===== config.mk =====
export PLATFORM = sky130hd
export DESIGN_NAME = tdpt_div
export DESIGN_NICKNAME = d
export VERILOG_FILES = /design/src/rtl/tdpt_pkg.sv /design/src/rtl/tdpt_div.sv
export SDC_FILE = /design/constraint.sdc
export NUM_CORES = 1
export LEC_CHECK = 0
export BUFFER_PORTS_ARGS = -buffer_cell sky130_fd_sc_hd__buf_2
export CAP_MARGIN = 20
export CORE_AREA = 2 2 108 121
export DETAILED_ROUTE_END_ITERATION = 8
export DIE_AREA = 0 0 110 123
export GPL_TIMING_DRIVEN = 0
export PLACE_DENSITY_LB_ADDON = 0.25
export SYNTH_ARGS = -nofsm -noshare
export SYNTH_HDL_FRONTEND = slang
export SYNTH_SLANG_ARGS = --single-unit

===== constraint.sdc =====
create_clock -name clk_i -period 2.44 [get_ports clk_i]
set_input_delay 0.488 -clock clk_i [delete_from_list [all_inputs] [get_ports clk_i]]
set_output_delay 0.488 -clock clk_i [all_outputs]
set_load 0.03 [all_outputs]

===== src/rtl/tdpt_pkg.sv =====
// ---------------------------------------------------------------------------
// tdpt_pkg - shared types and constants for the trial division prime test
// Holds the default operand width and the sequencer state type.
// ---------------------------------------------------------------------------
`timescale 1ns / 1ps

package tdpt_pkg;

  // default width of the tested value
  localparam int unsigned VALUE_WIDTH_DEF = 32;

  // sequencer states
  typedef enum logic [1:0] {
    ST_IDLE  = 2'd0,
    ST_START = 2'd1,
    ST_RUN   = 2'd2,
    ST_DONE  = 2'd3
  } tdpt_state_e;

endpackage


===== src/rtl/tdpt_div.sv =====
// ---------------------------------------------------------------------------
// tdpt_div - iterative unsigned divider
// Restoring shift-subtract divider, one quotient bit per cycle. Gives
// quotient and remainder with a done pulse after the last step.
// ---------------------------------------------------------------------------
`timescale 1ns / 1ps

module tdpt_div
  import tdpt_pkg::*;
#(
  parameter int unsigned W = VALUE_WIDTH_DEF
) (
  input  logic         clk_i,
  input  logic         rst_ni,
  input  logic         start_i,
  input  logic [W-1:0] dividend_i,
  input  logic [W-1:0] divisor_i,
  output logic         done_o,
  output logic [W-1:0] quot_o,
  output logic [W-1:0] rem_o
);

  localparam int unsigned CNT_W = $clog2(W);

  logic             busy_q;
  logic             done_q;
  logic [CNT_W-1:0] cnt_q;
  logic [W:0]       rem_q;
  logic [W-1:0]     quot_q;
  logic [W-1:0]     dvs_q;

  logic [W:0]       rem_sh;
  logic [W:0]       rem_diff;
  logic             rem_ge;

  // one shift-subtract step
  always_comb begin
    rem_sh   = {rem_q[W-1:0], quot_q[W-1]};
    rem_ge   = (rem_sh >= {1'b0, dvs_q});
    rem_diff = rem_sh - {1'b0, dvs_q};
  end

  // control: busy flag, bit counter and done pulse
  always_ff @(posedge clk_i or negedge rst_ni) begin
    if (!rst_ni) begin
      busy_q <= 1'b0;
      done_q <= 1'b0;
      cnt_q  <= '0;
    end else begin
      done_q <= busy_q && (cnt_q == '0);
      if (start_i) begin
        busy_q <= 1'b1;
        cnt_q  <= CNT_W'(W - 1);
      end else if (busy_q) begin
        if (cnt_q == '0) begin
          busy_q <= 1'b0;
        end else begin
          cnt_q <= cnt_q - 1'b1;
        end
      end
    end
  end

  // datapath: partial remainder and quotient shift register
  always_ff @(posedge clk_i) begin
    if (start_i) begin
      rem_q  <= '0;
      quot_q <= dividend_i;
      dvs_q  <= divisor_i;
    end else if (busy_q) begin
      rem_q  <= rem_ge ? rem_diff : rem_sh;
      quot_q <= {quot_q[W-2:0], rem_ge};
    end
  end

  assign done_o = done_q;
  assign quot_o = quot_q;
  // remainder is below the divisor, so the top bit is always zero
  assign rem_o  = rem_q[W-1:0];

  // a new division is only started on an idle unit
  a_start_idle : assert property (@(posedge clk_i) disable iff (!rst_ni)
    start_i |-> !busy_q)
    else $error("divider started while busy");

  // done follows the last step, never a running division
  a_done_idle : assert property (@(posedge clk_i) disable iff (!rst_ni)
    done_q |-> !busy_q)
    else $error("divider done while still busy");

  // done comes in the cycle right after the last step
  a_done_after_last : assert property (@(posedge clk_i) disable iff (!rst_ni)
    (busy_q && (cnt_q == '0) && !start_i) |=> done_q)
    else $error("divider missed done pulse");

endmodule


==> impl_metrics.tcl <==
set metrics [dict create \
    drv_cap 0 \
    hold_slack_ps 296 \
    postRouteAntennaNets 0 \
    max_stage_delay_ps 400 \
    avgSynthCellArea_um2 10.4 \
    synth_area_leaders "edfxtp_1 32%, dfxtp_1 11%, ha_1 7.0%" \
    fin_ws_ps -223 \
    p_per_area_mw_per_mm2 1160 \
    path_clk_slew_ps 70 \
    fill_cells 863 \
    synth-warning-count 0 \
    end_kind "register" \
    worst_slew_pin_slew_ps 1140 \
    clock_sinks 103 \
    critPathRequiredTime_ps 2700 \
    start_kind "register" \
    dp_hpwl_um 11300 \
    initial_core_util 0.490 \
    post-route-min-period_ps 2660 \
    startpoint "dvs_q[14]" \
    synth_fp_nets 682 \
    fin_nets 870 \
    synth-seq-cells 103 \
    drtIter0Drc 279 \
    antenna_found_initial 0 \
    timing.fmax_mhz 376 \
    fp.coreArea_mm2 0.0123 \
    final_core_util 0.701 \
    rr_endpoint "rem_q[22]" \
    rr_worst_depth 13 \
    drc_errors 0 \
    hold_class "input pin to register" \
    numCtsBuffers 9 \
    report.final.slew_viol_count 0 \
    drtPass1Iterations 6 \
    wl_met1_um 6740 \
    vias 5386 \
    grt_pass1_wl_um 26000 \
    synth_cells 580 \
    rsz0062_at_grt "yes" \
    p_seq_frac 0.261 \
    rr_startpoint "dvs_q[14]" \
    wl_per_cell_um 19.3 \
    crit_top_cell "buf_6" \
    period_share 1.09 \
    track_usage 0.250 \
    grt_pass1_vias 5271 \
    clockBufferDepth 2 \
    cts_tree "yes" \
    grt_max_degree 34 \
    wl_um 17900 \
    crit_path_end "rem_q[22]" \
    die-area_mm2 0.0135 \
    routabilityCongestion 0.907 \
    slew_headroom 0.236 \
    maxUsedRoutingLayer "met4" \
    internal_power_mw 5.75 \
    violations "negative setup slack" \
    route.met2.wl_um 8850 \
    io_pins 132 \
    vias_per_cell 5.79 \
    leakagePower_nw 3.63 \
    crit_cells 13 \
    p_comb_frac 0.578 \
    tns_ps -3670 \
    crit_arrival_ps 2920 \
    clk_latency_ps 360 \
    synthToLayoutAreaGrowth_pct 43.0 \
    p_switching_mw 4.24 \
    finalPower_mw 9.99 \
    wl_met3_um 1510 \
    hold_violations 0 \
    swShare 0.425 \
    yosysTopAreaCell "edfxtp_1" \
    n_antenna_cell 0 \
    vdd_drop_max_v 0.000592 \
    clkPwrFrac 0.161 \
    cp_num_buf_inv 5 \
    critical_path_class "register to register" \
    htreeDepth 3 \
    slowest_stage "o311a_4" \
    die_h_um 123 \
    synthFlopType "edfxtp_1" \
    seq_area_frac_synth 0.453 \
    drive_gt1_frac 0.537 \
    path_cells "inv_2, ha_4, buf_6, buf_4, nand4_1, nand2b_4, a21oi_4, o311a_4, o31ai_4, buf_6, buf_8, nand2_1, a311oi_2" \
    row_count 43 \
    synth_top_area_share 0.318 \
    netlist_area_mm2 0.00604 \
    crit_family "compound AO/OA/AOI/OAI gates" \
    reg2reg_slack_ps -220 \
    outcome "complete, but fails checks" \
    cts-root-buf "clkbuf_16" \
    async_flop_share 0.0680 \
    io_buffers 131 \
    grt_overflow_total 0 \
    finalSetupViolCount 33 \
    die_x_um 110 \
    critical_path.max_fanout 5 \
    synth_edf_count 64 \
    skew_ps 10.2 \
    ys_types 71 \
]
metal layers:
metal / track usage / vias up
met3: 0.0633 / 70
met1: 0.290 / 2561
met2: 0.432 / 271
met4: 0.113 / 0
li1: - / 2484
met5: 0 / -
cell type report:
type	count	area [um^2]	area share
tap	157	196	0.0227
clock inverter	6	97.6	0.0113
sequential	103	2770	0.321
buffer	24	236	0.0274
clock buffer	10	229	0.0265
multi-input combinational	398	3780	0.438
timing repair buffer	184	1140	0.132
inverter	48	180	0.0209
logic make-up (layout without fill, tap and decap cells):
family | after synthesis | after routing | synth area share
xor gates and xnor gates | 28 | 28 | 0.0406
buffers and inverters | 79 | 272 | 0.0659
and+or+nand+nor | 155 | 155 | 0.122
AOI/OAI and AO/OA | 140 | 140 | 0.172
DFF | 103 | 103 | 0.453
muxes | 40 | 40 | 0.0729
adders and majority gates | 35 | 35 | 0.0737
layout by cell type (no fill, tap or decap), drive strengths merged, types with 4 or more instances in the layout:
| cell | netlist | final |
|---|---|---|
| o21ai | 37 | 37 |
| edfxtp | 64 | 64 |
| dfrtp | 7 | 7 |
| clkbuf | 10 | 21 |
| mux2 | 32 | 32 |
| and2 | 4 | 4 |
| a311oi | 15 | 15 |
| nand4 | 9 | 9 |
| a21oi | 34 | 34 |
| a2111oi | 4 | 4 |
| nand2b | 9 | 9 |
| nand3 | 10 | 10 |
| ha | 34 | 34 |
| a211oi | 5 | 5 |
| buf | 21 | 196 |
| o21bai | 5 | 5 |
| xnor2 | 16 | 16 |
| a21o | 9 | 9 |
| inv | 48 | 52 |
| mux2i | 8 | 8 |
| a32oi | 4 | 4 |
| nand2 | 64 | 64 |
| dfxtp | 32 | 32 |
| xor2 | 12 | 12 |
| nor2 | 35 | 35 |
| nor3 | 8 | 8 |
| o211ai | 4 | 4 |
flip-flops by register name, indices dropped and copies added, names as in the netlist:
| signal | flops |
|---|---|
| dvs_q | 32 |
| quot_o | 32 |
| rem_q | 32 |
| cnt_q | 5 |
| busy_q | 1 |
| done_o | 1 |
power by group through the flow:
stage	logic, mW	clock network (mW)	registers (mW)
final	5.78	1.61	2.61
after global routing	6.07	1.70	2.65
after CTS	4.92	1.63	2.55
after detailed placement	3.81	0	2.54
after global placement	3.76	0	2.52
after floorplan	2.41	0	2.99
stage by stage:
stage	std cells	area, um^2	worst slack, ps
detailed placement	869	7050	-319
floorplan	580	6170	-111
finish	930	8640	-223
global placement	868	7020	-352
global route	930	8640	-249
CTS	918	8150	-108
worst min path at each step:
stage | cells after the start | end | start | slack [ps]
detailed placement | 1 | done_o | rst_ni | 340
global route | 1 | dvs_q[25] | divisor_i[25] | 290
CTS | 1 | dvs_q[24] | divisor_i[24] | 290
global placement | 1 | done_o | rst_ni | 330
floorplan | 0 | busy_q | rst_ni | 190
finish | 1 | dvs_q[20] | divisor_i[20] | 300
what timing repair did:
| action | 4_1_cts | 5_1_grt |
|---|---|---|
| hold endpoints to repair | 7 | 0 |
| gates cloned | 3 | 2 |
| buffers inserted | 35 | 13 |
| pin swaps | 49 | 48 |
| resized for setup | 116 | 80 |
| hold buffers | 1 | 0 |
| setup endpoints to repair | 33 | 33 |
cell usage after synthesis (4+ instances only):
| cell type | count |
|---|---|
| dfrtp_1 | 7 |
| a211oi_1 | 4 |
| ha_1 | 34 |
| o21ai_1 | 6 |
| a21o_1 | 8 |
| mux2i_1 | 8 |
| nand2b_1 | 9 |
| nand3_1 | 9 |
| nor3_1 | 7 |
| edfxtp_1 | 64 |
| a21oi_1 | 32 |
| a32oi_1 | 4 |
| nand2_1 | 64 |
| o21ai_0 | 31 |
| a311oi_1 | 14 |
| o21bai_1 | 5 |
| xnor2_1 | 16 |
| nand4_1 | 8 |
| buf_2 | 8 |
| mux2_2 | 32 |
| nor2_1 | 35 |
| o211ai_1 | 4 |
| inv_1 | 48 |
| clkbuf_1 | 9 |
| dfxtp_1 | 32 |
| xor2_1 | 12 |
| buf_6 | 9 |
No activity file was read; power rests on OpenSTA's default activity.
